==> config.mk <==
export PLATFORM = sky130hd
export DESIGN_NAME = adrp_pair_pattern_detector_core_flat
export DESIGN_NICKNAME = d
export VERILOG_FILES = /design/src/hw/rtl/adrp_pkg.sv /design/src/hw/rtl/adrp_if.sv /design/src/hw/rtl/adrp_cfg_regs.sv /design/src/hw/rtl/adrp_match_dec.sv /design/src/hw/rtl/adrp_scan_ctrl.sv /design/src/hw/rtl/adrp_pair_pattern_detector_core.sv /design/src/flat_wrapper.sv
export SDC_FILE = /design/constraint.sdc
export NUM_CORES = 1
export LEC_CHECK = 0
export BUFFER_PORTS_ARGS = -buffer_cell sky130_fd_sc_hd__buf_2
export CORE_UTILIZATION = 45
export CTS_CLUSTER_SIZE = 28
export DETAILED_ROUTE_END_ITERATION = 12
export PLACE_DENSITY_LB_ADDON = 0.05
export SLEW_MARGIN = 20
export SYNTH_ARGS = -nofsm -noshare
export SYNTH_HDL_FRONTEND = slang
export SYNTH_SLANG_ARGS = --single-unit
export TNS_END_PERCENT = 1
==> constraint.sdc <==
create_clock -name clk_i -period 22 [get_ports clk_i]
set_input_delay 3.3 -clock clk_i [delete_from_list [all_inputs] [get_ports clk_i]]
set_output_delay 3.3 -clock clk_i [all_outputs]
set_load 0.05 [all_outputs]
==> src/hw/rtl/adrp_pkg.sv <==
// Package: widths, opcode masks, register map and shared types of the ADRP pair detector.
`timescale 1ns / 1ps
package adrp_pkg;

  localparam int WORD_W = 32;
  localparam int ADDR_W = 64;
  localparam int REG_W  = 5;
  localparam int MAXW_CFG_W = 13;
  localparam int MAXM_CFG_W = 7;
  localparam int APB_DATA_W = 32;
  localparam int APB_ADDR_W = 3;

  localparam int MAX_WORDS_DEF   = 4096;
  localparam int MAX_MATCHES_DEF = 64;

  localparam logic [MAXW_CFG_W-1:0] MAXW_RESET = 13'd4096;
  localparam logic [MAXM_CFG_W-1:0] MAXM_RESET = 7'd64;

  // Register index taken from paddr[2]
  localparam logic REG_MAX_WORDS   = 1'b0;
  localparam logic REG_MAX_MATCHES = 1'b1;

  // Opcode masks and patterns
  localparam logic [WORD_W-1:0] ADRP_MASK = 32'h9F00_0000;
  localparam logic [WORD_W-1:0] ADRP_OP   = 32'h9000_0000;
  localparam logic [WORD_W-1:0] SEC_MASK  = 32'hFFC0_0000;
  localparam logic [WORD_W-1:0] ADD_OP    = 32'h9100_0000;
  localparam logic [WORD_W-1:0] LDR_OP    = 32'hF940_0000;
  localparam logic [WORD_W-1:0] BR_MASK   = 32'hFC00_0000;
  localparam logic [WORD_W-1:0] B_OP      = 32'h1400_0000;
  localparam logic [WORD_W-1:0] BL_OP     = 32'h9400_0000;

  // Second word kind
  localparam logic KIND_ADD = 1'b0;
  localparam logic KIND_LDR = 1'b1;

  // Branch kind codes
  localparam logic [1:0] BR_NONE = 2'd0;
  localparam logic [1:0] BR_B    = 2'd1;
  localparam logic [1:0] BR_BL   = 2'd2;

  // Two older words of the window
  typedef struct packed {
    logic [WORD_W-1:0] oldest_word;
    logic [WORD_W-1:0] middle_word;
    logic [ADDR_W-1:0] oldest_address;
  } window_t;

  // Decoded pattern and the result fields it forms
  typedef struct packed {
    logic              hit;
    logic [ADDR_W-1:0] match_address;
    logic [ADDR_W-1:0] resolved_target;
    logic [REG_W-1:0]  dest_register;
    logic              second_kind;
    logic [1:0]        branch_kind;
    logic [ADDR_W-1:0] branch_target;
  } match_t;

endpackage

==> src/hw/rtl/adrp_if.sv <==
// Interfaces: instruction word channel and match result channel.
`timescale 1ns / 1ps
interface adrp_in_if;
  import adrp_pkg::*;
  logic              valid;
  logic              ready;
  logic [WORD_W-1:0] insn_word;
  logic [ADDR_W-1:0] insn_address;
  logic              new_scan;

  modport source(output valid, insn_word, insn_address, new_scan, input ready);
  modport sink(input valid, insn_word, insn_address, new_scan, output ready);
endinterface

interface adrp_out_if;
  import adrp_pkg::*;
  logic              valid;
  logic              ready;
  logic [ADDR_W-1:0] match_address;
  logic [ADDR_W-1:0] resolved_target;
  logic [REG_W-1:0]  dest_register;
  logic              second_kind;
  logic [1:0]        branch_kind;
  logic [ADDR_W-1:0] branch_target;

  modport source(output valid, match_address, resolved_target, dest_register,
                 second_kind, branch_kind, branch_target, input ready);
  modport sink(input valid, match_address, resolved_target, dest_register,
               second_kind, branch_kind, branch_target, output ready);
endinterface

==> src/hw/rtl/adrp_cfg_regs.sv <==
// APB register file holding the word and match limits.
`timescale 1ns / 1ps
module adrp_cfg_regs (
  input  logic                               clk_i,
  input  logic                               rst_ni,
  input  logic                               psel,
  input  logic                               penable,
  input  logic                               pwrite,
  input  logic [adrp_pkg::APB_ADDR_W-1:0]    paddr,
  input  logic [adrp_pkg::APB_DATA_W-1:0]    pwdata,
  output logic [adrp_pkg::APB_DATA_W-1:0]    prdata,
  output logic                               pready,
  output logic [adrp_pkg::MAXW_CFG_W-1:0]    max_words_o,
  output logic [adrp_pkg::MAXM_CFG_W-1:0]    max_matches_o
);
  import adrp_pkg::*;

  logic                  wr_en;
  logic                  reg_sel;
  logic [MAXW_CFG_W-1:0] max_words_q;
  logic [MAXM_CFG_W-1:0] max_matches_q;

  // Word index; byte lanes within a word are ignored
  assign reg_sel = paddr[2];
  assign wr_en   = psel & penable & pwrite;
  assign pready  = 1'b1;

  // Write registers in the access phase
  always_ff @(posedge clk_i or negedge rst_ni) begin
    if (!rst_ni) begin
      max_words_q   <= MAXW_RESET;
      max_matches_q <= MAXM_RESET;
    end else if (wr_en) begin
      case (reg_sel)
        REG_MAX_WORDS:   max_words_q   <= pwdata[MAXW_CFG_W-1:0];
        REG_MAX_MATCHES: max_matches_q <= pwdata[MAXM_CFG_W-1:0];
        default: ;
      endcase
    end
  end

  // Read back selected register
  always_comb begin
    case (reg_sel)
      REG_MAX_WORDS:   prdata = {{(APB_DATA_W-MAXW_CFG_W){1'b0}}, max_words_q};
      REG_MAX_MATCHES: prdata = {{(APB_DATA_W-MAXM_CFG_W){1'b0}}, max_matches_q};
      default:         prdata = '0;
    endcase
  end

  assign max_words_o   = max_words_q;
  assign max_matches_o = max_matches_q;

endmodule

==> src/hw/rtl/adrp_match_dec.sv <==
// Pattern decoder: ADRP + ADD/LDR pair test, address forming and branch target.
`timescale 1ns / 1ps
module adrp_match_dec (
  input  adrp_pkg::window_t             win_i,
  input  logic [adrp_pkg::WORD_W-1:0]   third_word_i,
  input  logic [adrp_pkg::ADDR_W-1:0]   third_address_i,
  output adrp_pkg::match_t              match_o
);
  import adrp_pkg::*;

  logic [WORD_W-1:0] adrp;
  logic [WORD_W-1:0] sec;
  logic [REG_W-1:0]  rd;
  logic              is_adrp;
  logic              is_add;
  logic              is_ldr;
  logic              regs_ok;
  logic [11:0]       imm12;
  logic [14:0]       off;
  logic [20:0]       page_imm;
  logic [51:0]       page_hi;
  logic [WORD_W-1:0] br_op;
  logic [25:0]       imm26;

  assign adrp = win_i.oldest_word;
  assign sec  = win_i.middle_word;
  assign rd   = adrp[REG_W-1:0];

  // Classify the two older words
  assign is_adrp = (adrp & ADRP_MASK) == ADRP_OP;
  assign is_add  = (sec & SEC_MASK) == ADD_OP;
  assign is_ldr  = (sec & SEC_MASK) == LDR_OP;
  assign regs_ok = (sec[9:5] == rd) && (sec[4:0] == rd);

  // Offset: LDR scales by 8
  assign imm12 = sec[21:10];
  assign off   = is_ldr ? {imm12, 3'b000} : {3'b000, imm12};

  // Page base plus signed page offset, offset carry folded in above bit 12
  assign page_imm = {adrp[23:5], adrp[30:29]};
  assign page_hi  = win_i.oldest_address[63:12] + {{31{page_imm[20]}}, page_imm}
                    + {49'd0, off[14:12]};

  // Branch in the newest word
  assign br_op = third_word_i & BR_MASK;
  assign imm26 = third_word_i[25:0];

  always_comb begin
    match_o.hit             = is_adrp && (is_add || is_ldr) && regs_ok;
    match_o.match_address   = win_i.oldest_address;
    match_o.resolved_target = {page_hi, off[11:0]};
    match_o.dest_register   = rd;
    match_o.second_kind     = is_ldr ? KIND_LDR : KIND_ADD;
    match_o.branch_kind     = BR_NONE;
    match_o.branch_target   = '0;
    if (br_op == B_OP || br_op == BL_OP) begin
      match_o.branch_kind   = (br_op == B_OP) ? BR_B : BR_BL;
      match_o.branch_target = third_address_i + {{36{imm26[25]}}, imm26, 2'b00};
    end
  end

endmodule

==> src/hw/rtl/adrp_scan_ctrl.sv <==
// Scan control: three-word window, word and match counters, limit checks.
`timescale 1ns / 1ps
module adrp_scan_ctrl #(
  parameter int MAX_WORDS   = adrp_pkg::MAX_WORDS_DEF,
  parameter int MAX_MATCHES = adrp_pkg::MAX_MATCHES_DEF
) (
  input  logic                            clk_i,
  input  logic                            rst_ni,
  input  logic                            advance_i,
  input  logic [adrp_pkg::WORD_W-1:0]     insn_word_i,
  input  logic [adrp_pkg::ADDR_W-1:0]     insn_address_i,
  input  logic                            new_scan_i,
  input  logic [adrp_pkg::MAXW_CFG_W-1:0] max_words_i,
  input  logic [adrp_pkg::MAXM_CFG_W-1:0] max_matches_i,
  input  logic                            hit_i,
  output adrp_pkg::window_t               win_o,
  output logic                            emit_o
);
  import adrp_pkg::*;

  localparam int WCW   = $clog2(MAX_WORDS + 1);
  localparam int MCW   = $clog2(MAX_MATCHES + 1);
  localparam int WCMPW = (WCW > MAXW_CFG_W) ? WCW : MAXW_CFG_W;
  localparam int MCMPW = (MCW > MAXM_CFG_W) ? MCW : MAXM_CFG_W;

  logic [WORD_W-1:0] oldest_word_q, middle_word_q;
  logic [ADDR_W-1:0] oldest_address_q, middle_address_q;
  logic [1:0]        fill_q, fill_eff;
  logic [WCW-1:0]    words_q, words_eff;
  logic [MCW-1:0]    matches_q, matches_eff;
  logic [WCMPW-1:0]  word_limit, words_cfg;
  logic [MCMPW-1:0]  match_limit, matches_cfg;
  logic              taken;
  logic              full;
  logic              under_limit;

  // Effective limits: the smaller of register and build size
  assign words_cfg   = WCMPW'(max_words_i);
  assign matches_cfg = MCMPW'(max_matches_i);
  assign word_limit  = (words_cfg < WCMPW'(MAX_WORDS)) ? words_cfg : WCMPW'(MAX_WORDS);
  assign match_limit = (matches_cfg < MCMPW'(MAX_MATCHES)) ? matches_cfg
                                                            : MCMPW'(MAX_MATCHES);

  // Counts as seen after an optional scan restart
  assign fill_eff    = new_scan_i ? 2'd0 : fill_q;
  assign words_eff   = new_scan_i ? '0 : words_q;
  assign matches_eff = new_scan_i ? '0 : matches_q;

  assign taken       = WCMPW'(words_eff) < word_limit;
  assign full        = fill_eff == 2'd2;
  assign under_limit = MCMPW'(matches_eff) < match_limit;
  assign emit_o      = advance_i && taken && full && under_limit && hit_i;

  // Advance counters on each beat taken under the word limit; a new scan clears them
  always_ff @(posedge clk_i or negedge rst_ni) begin
    if (!rst_ni) begin
      fill_q    <= 2'd0;
      words_q   <= '0;
      matches_q <= '0;
    end else if (advance_i) begin
      fill_q    <= fill_eff;
      words_q   <= words_eff;
      matches_q <= matches_eff;
      if (taken) begin
        words_q <= words_eff + 1'b1;
        if (!full) begin
          fill_q <= fill_eff + 2'd1;
        end
        if (emit_o) begin
          matches_q <= matches_eff + 1'b1;
        end
      end
    end
  end

  // Shift the window; contents are gated by the fill count
  always_ff @(posedge clk_i) begin
    if (advance_i && taken) begin
      oldest_word_q    <= middle_word_q;
      oldest_address_q <= middle_address_q;
      middle_word_q    <= insn_word_i;
      middle_address_q <= insn_address_i;
    end
  end

  assign win_o.oldest_word    = oldest_word_q;
  assign win_o.middle_word    = middle_word_q;
  assign win_o.oldest_address = oldest_address_q;

endmodule

==> src/hw/rtl/adrp_pair_pattern_detector_core.sv <==
// Pipeline: an accepted beat is held in the input register and decoded there; its
// match is registered in the result register. Throughput: one instruction word per
// cycle unless the output stalls; the window and counters update in the single
// decode stage, and the result register frees as soon as the sink takes a beat.
// Reset: asynchronous active low; clears valid flags, window fill and scan counters,
// and loads the word limit to 4096 and the match limit to 64.
`timescale 1ns / 1ps
module adrp_pair_pattern_detector_core #(
  parameter int MAX_WORDS   = adrp_pkg::MAX_WORDS_DEF,
  parameter int MAX_MATCHES = adrp_pkg::MAX_MATCHES_DEF
) (
  input  logic                            clk_i,
  input  logic                            rst_ni,
  adrp_in_if.sink                         in_i,
  adrp_out_if.source                      out_o,
  input  logic                            psel,
  input  logic                            penable,
  input  logic                            pwrite,
  input  logic [adrp_pkg::APB_ADDR_W-1:0] paddr,
  input  logic [adrp_pkg::APB_DATA_W-1:0] pwdata,
  output logic [adrp_pkg::APB_DATA_W-1:0] prdata,
  output logic                            pready
);
  import adrp_pkg::*;

  logic [MAXW_CFG_W-1:0] max_words;
  logic [MAXM_CFG_W-1:0] max_matches;

  logic              s1_valid_q;
  logic [WORD_W-1:0] s1_word_q;
  logic [ADDR_W-1:0] s1_address_q;
  logic              s1_new_scan_q;
  logic              out_free;
  logic              advance;
  logic              emit;
  window_t           win;
  match_t            match;
  match_t            res_q;
  logic              res_valid_q;

  adrp_cfg_regs u_cfg (
    .clk_i         (clk_i),
    .rst_ni        (rst_ni),
    .psel          (psel),
    .penable       (penable),
    .pwrite        (pwrite),
    .paddr         (paddr),
    .pwdata        (pwdata),
    .prdata        (prdata),
    .pready        (pready),
    .max_words_o   (max_words),
    .max_matches_o (max_matches)
  );

  // Handshake: result register frees when empty or being drained
  assign out_free = !res_valid_q || out_o.ready;
  assign advance  = s1_valid_q && out_free;
  assign in_i.ready = !s1_valid_q || out_free;

  // Input register
  always_ff @(posedge clk_i or negedge rst_ni) begin
    if (!rst_ni) begin
      s1_valid_q <= 1'b0;
    end else if (in_i.ready) begin
      s1_valid_q <= in_i.valid;
    end
  end

  always_ff @(posedge clk_i) begin
    if (in_i.valid && in_i.ready) begin
      s1_word_q     <= in_i.insn_word;
      s1_address_q  <= in_i.insn_address;
      s1_new_scan_q <= in_i.new_scan;
    end
  end

  adrp_scan_ctrl #(
    .MAX_WORDS   (MAX_WORDS),
    .MAX_MATCHES (MAX_MATCHES)
  ) u_ctrl (
    .clk_i          (clk_i),
    .rst_ni         (rst_ni),
    .advance_i      (advance),
    .insn_word_i    (s1_word_q),
    .insn_address_i (s1_address_q),
    .new_scan_i     (s1_new_scan_q),
    .max_words_i    (max_words),
    .max_matches_i  (max_matches),
    .hit_i          (match.hit),
    .win_o          (win),
    .emit_o         (emit)
  );

  adrp_match_dec u_dec (
    .win_i           (win),
    .third_word_i    (s1_word_q),
    .third_address_i (s1_address_q),
    .match_o         (match)
  );

  // Result register: drain on take, load on a match
  always_ff @(posedge clk_i or negedge rst_ni) begin
    if (!rst_ni) begin
      res_valid_q <= 1'b0;
    end else begin
      if (out_o.ready) begin
        res_valid_q <= 1'b0;
      end
      if (emit) begin
        res_valid_q <= 1'b1;
      end
    end
  end

  always_ff @(posedge clk_i) begin
    if (emit) begin
      res_q <= match;
    end
  end

  assign out_o.valid           = res_valid_q;
  assign out_o.match_address   = res_q.match_address;
  assign out_o.resolved_target = res_q.resolved_target;
  assign out_o.dest_register   = res_q.dest_register;
  assign out_o.second_kind     = res_q.second_kind;
  assign out_o.branch_kind     = res_q.branch_kind;
  assign out_o.branch_target   = res_q.branch_target;

endmodule

==> src/flat_wrapper.sv <==
// flat-port wrapper written by rule: the top's interface ports become plain ports
module adrp_pair_pattern_detector_core_flat import adrp_pkg::*;
#(
  parameter int MAX_WORDS   = adrp_pkg::MAX_WORDS_DEF,
  parameter int MAX_MATCHES = adrp_pkg::MAX_MATCHES_DEF
)
  (clk_i, rst_ni, psel, penable, pwrite, paddr, pwdata, prdata, pready, in_i_valid, in_i_insn_word, in_i_insn_address, in_i_new_scan, in_i_ready, out_o_valid, out_o_match_address, out_o_resolved_target, out_o_dest_register, out_o_second_kind, out_o_branch_kind, out_o_branch_target, out_o_ready);
  adrp_in_if in_i_i ();
  adrp_out_if out_o_i ();
  input  logic clk_i;
  input  logic rst_ni;
  input  logic psel;
  input  logic penable;
  input  logic pwrite;
  input  logic [adrp_pkg::APB_ADDR_W-1:0] paddr;
  input  logic [adrp_pkg::APB_DATA_W-1:0] pwdata;
  output logic [adrp_pkg::APB_DATA_W-1:0] prdata;
  output logic pready;
  input wire logic [$bits(in_i_i.valid)-1:0] in_i_valid;
  input wire logic [$bits(in_i_i.insn_word)-1:0] in_i_insn_word;
  input wire logic [$bits(in_i_i.insn_address)-1:0] in_i_insn_address;
  input wire logic [$bits(in_i_i.new_scan)-1:0] in_i_new_scan;
  output wire logic [$bits(in_i_i.ready)-1:0] in_i_ready;
  output wire logic [$bits(out_o_i.valid)-1:0] out_o_valid;
  output wire logic [$bits(out_o_i.match_address)-1:0] out_o_match_address;
  output wire logic [$bits(out_o_i.resolved_target)-1:0] out_o_resolved_target;
  output wire logic [$bits(out_o_i.dest_register)-1:0] out_o_dest_register;
  output wire logic [$bits(out_o_i.second_kind)-1:0] out_o_second_kind;
  output wire logic [$bits(out_o_i.branch_kind)-1:0] out_o_branch_kind;
  output wire logic [$bits(out_o_i.branch_target)-1:0] out_o_branch_target;
  input wire logic [$bits(out_o_i.ready)-1:0] out_o_ready;
  assign in_i_i.valid = in_i_valid;
  assign in_i_i.insn_word = in_i_insn_word;
  assign in_i_i.insn_address = in_i_insn_address;
  assign in_i_i.new_scan = in_i_new_scan;
  assign in_i_ready = in_i_i.ready;
  assign out_o_valid = out_o_i.valid;
  assign out_o_match_address = out_o_i.match_address;
  assign out_o_resolved_target = out_o_i.resolved_target;
  assign out_o_dest_register = out_o_i.dest_register;
  assign out_o_second_kind = out_o_i.second_kind;
  assign out_o_branch_kind = out_o_i.branch_kind;
  assign out_o_branch_target = out_o_i.branch_target;
  assign out_o_i.ready = out_o_ready;
  adrp_pair_pattern_detector_core #(.MAX_WORDS(MAX_WORDS), .MAX_MATCHES(MAX_MATCHES)) u_core (.clk_i(clk_i), .rst_ni(rst_ni), .in_i(in_i_i), .out_o(out_o_i), .psel(psel), .penable(penable), .pwrite(pwrite), .paddr(paddr), .pwdata(pwdata), .prdata(prdata), .pready(pready));
endmodule
### Word level (Yosys, flattened, before mapping)

Cells that the tools add are included.

* flip-flop bits (word level): 533
* input bits: 139
* output and inout port bits: 235
* word-level logic and storage cells: 76

* add/subtract/negate cells: 6
* order comparisons: 4
* equal/unequal tests: 8
* mux-type cells: 16
* bitwise operators: 3
* reductions and logical operators: 18

Operators by type and width (number)
* adder 64 bit: 1
* one-hot mux 32 bit (2 select lines): 1
* adder 52 x 3 -> 52 bit: 1
* adder 52 bit: 1
* two-way mux 13 bit: 3
* two-way mux 7 bit: 4
* equality test 10 bit (second input constant): 2
* two-way mux 15 bit: 1
* adder 13 x 1 -> 13 bit (second input constant): 1
* less-than comparator 13 bit: 1
* less-than comparator 13 bit (second input constant): 1
* equality test 6 bit (second input constant): 2
* equality test 5 bit: 2
* logical AND 1 bit: 9
* two-way mux 2 bit: 4
* adder 7 x 1 -> 7 bit (second input constant): 1
* less-than comparator 7 bit: 1
* less-than comparator 7 bit (second input constant): 1
* equality test 6 x 3 -> 1 bit (second input constant): 1
* logical OR 1 bit: 4
* AND reduction 2 bit: 2
* two-way mux 1 bit: 3
* adder 2 x 1 -> 2 bit (second input constant): 1
* AND 1 bit: 2
* other kinds (4): 5

### Logic depth before layout (Yosys ltp)

* depth after elaboration: 9
* gate-level depth with buffers: 19
* gate-level depth less buffers: 18

### Modules after synthesis

Synthesis repeated with hierarchy kept, for this count alone.

* cells, all modules: 1978
* area, all modules: 26023.7 µm²

By module, submodules not included
* adrp_pair_pattern_detector_core: instances 1, cells each 305, area an instance 9022.4 µm²
* adrp_match_dec: instances 1, cells each 1182, area an instance 8266.7 µm²
* adrp_scan_ctrl: instances 1, cells each 411, area an instance 7631.1 µm²
* adrp_cfg_regs: instances 1, cells each 80, area an instance 1103.6 µm²

### Worst setup path after synthesis

Ideal clock, no wire load.

* path kind: input -> register
* from: input out_o_ready
* to: register u_core.u_ctrl.matches_q[2]
* arrival time: 19.520 ns
* data required time: 21.855 ns
* path slack: 2.335 ns
* stages on the path: 7
* buffers on the path: 0
* path through: nand2b_1 > and2_1 > and3_1 > a21o_1 > nor3b_1 > nand2_1 > xor2_1

* longest elaborated chain between the ends: 8

Ends and longest elaborated chain
* from (decl): RTL line flat_wrapper.sv:31 `input wire logic [$bits(out_o_i.ready)-1:0] out_o_ready;`
* logical OR 1 bit: RTL line adrp_pair_pattern_detector_core.sv:56 `assign out_free = !res_valid_q || out_o.ready;`
* logical AND 1 bit: RTL line adrp_pair_pattern_detector_core.sv:57 `assign advance = s1_valid_q && out_free;`
* logical AND 1 bit (4 in a row): RTL line adrp_scan_ctrl.sv:52 `assign emit_o = advance_i && taken && full && under_limit && hit_i;`
* via u_core.emit: RTL line adrp_pair_pattern_detector_core.sv:35 `logic emit;`
* two-way mux 7 bit: RTL line adrp_scan_ctrl.sv:69 `if (emit_o) begin`
* two-way mux 7 bit: RTL line adrp_scan_ctrl.sv:64 `if (taken) begin`
* to (signal assigned): RTL line adrp_scan_ctrl.sv:63 `matches_q <= matches_eff;`
* to (signal assigned): RTL line adrp_scan_ctrl.sv:70 `matches_q <= matches_eff + 1'b1;`
* to (decl): RTL line adrp_scan_ctrl.sv:30 `logic [MCW-1:0] matches_q, matches_eff;`

The timed path passes the listed nets, and every way through them passes these cells.
A chain may end at the register's enable or synchronous reset.

### Worst setup path after layout

* from: input paddr[2] in the netlist's numbering
* to: output prdata[5] in the netlist's numbering

* longest elaborated chain between the ends: 2

Ends and longest elaborated chain
* from (decl): RTL line flat_wrapper.sv:15 `input logic [adrp_pkg::APB_ADDR_W-1:0] paddr;`
* NOT 1 bit
* one-hot mux 32 bit (2 select lines) (*): RTL line adrp_cfg_regs.sv:44 `case (reg_sel)`
* to (decl): RTL line flat_wrapper.sv:17 `output logic [adrp_pkg::APB_DATA_W-1:0] prdata;`

Mark *: on every way between the ends. The rest lies on a longest branch, timed or not. The select of a mux whose other input is x is not followed.

==> run summary <==
Final setup viols -> 0
First-pass GRT wire length -> 93120 um
Placer Congestion -> 0.8650
Io pins -> 374
Setup Buffers After CTS -> 0
Total CTS buffers -> 57
Die area -> 0.05811 mm^2
Leakage power -> 11.93 nW
Initial antenna violation count -> 6
Total track usage -> 0.2127
Number of synthesized flops with an enable pin -> 489
Core box area -> 0.05639 mm^2
Die X -> 241.1 um
Die Ht -> 241.1 um
Post-CTS Hold Fix Bufs -> 0
Asr flop ratio synth -> 0.08255
Final min period -> 7.501 ns
Status -> complete, no violations
Resize count post-CTS -> 0
PD cells -> 108.0 mW/mm^2
Flop and latch count out of synthesis -> 533
Layout Skew -> 0.01586 ns
Initial Util -> 0.4561
Mean Syn Cell Area -> 13.12 um^2
Share of layout cells above drive strength 1 -> 0.2178
WS Path Type -> primary input to output port
DR WL/cell -> 20.02 um
Critical Path Sink Type -> output port
Fmax -> 0.1333 GHz
Antenna viol nets, final -> 0
Routed via count -> 16.66k
Post-Route WL -> 62320 um
DRT Pass-1 Iters -> 5
Final WS setup -> 14.50 ns
Critical path arrival -> 4.20 ns
Maximum vdd drop -> 70.31 uV
Reg clk slew, reported paths -> 0.06 ns
CTS tree -> done
Clock Tree Buf Depth -> 3
Clock Latency Late Sink -> 0.61 ns
Area leader, netlist -> edfxtp_1
Max Cap Viol -> 0
IO Port Bufs -> 332
Crit path launch type -> primary input
Top FF cell, synth -> edfxtp_1
Area Growth Syn to Fin -> 17.10%
Grt total ovfl -> 0
Critical path peak fanout -> 16
DR iter-0 viols -> 1074
Vias per cell -> 5.355
Slew Viols, Final -> 0
Post-place setup slack -> 14.49 ns
Row Count -> 87
Total power draw -> 3.253 mW
Synth Instances -> 1960
R2r worst-path depth -> 18
TritonCTS Sinks -> 533
Least-Margin Pin Slew -> 1.006 ns
# placed instances -> 3003
DP Wirelength -> 46590 um
Top cell type's share of synthesized area -> 0.5710
RSZ-0062 raised after global routing -> no
Final Instance Count excl. Fillers -> 3112
Register area share after synthesis -> 0.6139
Vias in the first global route -> 16.12k
Synthesized area -> 0.02572 mm^2
Final nets -> 2631
Req. time, crit path -> 18.70 ns
# DRC -> 0
Most common cell in the netlist -> edfxtp_1
Hold Path Cell Cnt -> 0
Min-delay worst type -> register to register
Tcrit/Tclk final -> 0.3409
Setup_tns -> 0 ns
Synthesis warning total -> 0
Largest net degree at the start of global routing -> 75
Most frequent cells after synthesis -> 489 x edfxtp_1, 181 x ha_1, 148 x nand2_1
Synth cell types -> 91
H-tree levels -> 2
Synth top area cells -> edfxtp_1 57%, ha_1 8.8%, dfrtp_1 4.1%, a21oi_1 2.6%, xnor2_1 2.3%
Final number of hold-violating endpoints -> 0
Root Buffer Master -> clkbuf_16
Worst slew margin -> 0.3295
-- layer usage --
layer  vias up  wire length (um)  GRT usage
met1      8076             29020     0.2998
met4         2              1349    0.05984
li1       8093                 -          -
met2       401             28460     0.3346
met3        92              3467    0.04129
met5         -                10          0
-- where the power goes --
| group | switching, mW | total (mW) | leakage, nW | internal, mW |
|---|---|---|---|---|
| combinational | 0.555 | 0.904 | 5.82 | 0.349 |
| sequential | 0.0652 | 1.35 | 5.14 | 1.28 |
| clock | 0.402 | 1.00 | 0.976 | 0.601 |
| total | 1.02 | 3.25 | 11.9 | 2.23 |
-- kinds of logic (layout without fill, tap and decap cells) --
group | after synthesis | after routing | synth area share
flip-flops | 533 | 533 | 0.6139
XOR/XNOR | 110 | 110 | 0.03746
multiplexers | 40 | 40 | 0.01727
AO/OA/AOI/OAI | 444 | 444 | 0.1175
adder cells (fa/ha/maj) | 186 | 186 | 0.09195
AND/OR/NAND/NOR | 522 | 522 | 0.1000
buffers and inverters | 123 | 500 | 0.02160
other | 2 | 21 | 0.0002920
-- stage by stage --
step                instance area (um^2)    util  hold slack, ns
floorplan                          25790       -          0.4003
global placement                   28130  0.4988          0.4005
detailed placement                 28130  0.4988          0.4045
CTS                                30110  0.5340          0.4110
global route                       30110  0.5340          0.4203
finish                             30120  0.5341          0.4121
-- state kept, by name, indices dropped and copies added (netlist names), 2 cells and up --
register,cells
u_core.u_cfg.max_words_o,13
u_core.out_o.branch_target,64
u_core.out_o.branch_kind,2
u_core.u_cfg.max_matches_o,7
u_core.out_o.match_address,64
u_core.s1_address_q,64
u_core.u_ctrl.oldest_address_q,64
u_core.out_o.resolved_target,64
u_core.u_ctrl.middle_address_q,64
u_core.u_ctrl.fill_q,2
u_core.out_o.dest_register,5
u_core.u_ctrl.middle_word_q,32
u_core.s1_word_q,32
u_core.u_ctrl.matches_q,7
u_core.u_ctrl.words_q,13
u_core.u_ctrl.oldest_word_q,32
-- critical path: stages --
cell and delay (ns):
buf_2 0.29, mux2_2 0.39, buf_2 0.21
-- final timing paths --
path	slack (ns)	end	from
setup / recovery	14.50	prdata[5]	paddr[2]
hold / removal	0.41	u_core.u_ctrl.oldest_address_q[50]$_DFFE_PP_	u_core.u_ctrl.middle_address_q[50]$_DFFE_PP_
setup reg to reg	17.04	u_core.out_o.resolved_target[51]$_DFFE_PP_	u_core.u_ctrl.middle_word_q[23]$_DFFE_PP_
hold reg to reg	0.41	u_core.u_ctrl.oldest_address_q[50]$_DFFE_PP_	u_core.u_ctrl.middle_address_q[50]$_DFFE_PP_
max in group asynchronous	18.93	u_core.u_ctrl.matches_q[6]$_DFFE_PN0P_	rst_ni
min in group asynchronous	2.69	u_core.u_cfg.max_words_o[9]$_DFFE_PN0P_	rst_ni
-- cell type report --
| class | instances | area (um^2) |
|---|---|---|
| fillers | 4947 | 26270 |
| multi-input cells | 1322 | 9463 |
| inverters | 48 | 180.2 |
| clock buffers | 62 | 1465 |
| diodes | 1 | 2.502 |
| flip-flops and latches | 533 | 15790 |
| well taps | 756 | 945.9 |
| clock inverters | 46 | 516.7 |
| repair buffers | 344 | 1754 |
-- cell usage in the layout (no fill, tap or decap), types with 22 or more instances in the layout --
cell and count:
o21ai_1 23, o21ai_0 50, o21a_1 29, a21o_1 66, nand2_1 148, xnor2_1 67
buf_2 331, and3_1 22, nand4_1 34, mux2_2 35, xor2_1 43, ha_1 181
nand3_1 40, clkbuf_16 57, inv_1 48, nor3_1 25, nor2_1 128, nor2b_1 38
edfxtp_1 489, a21oi_1 133, dfrtp_1 42
(Power assumes the default switching activity.)
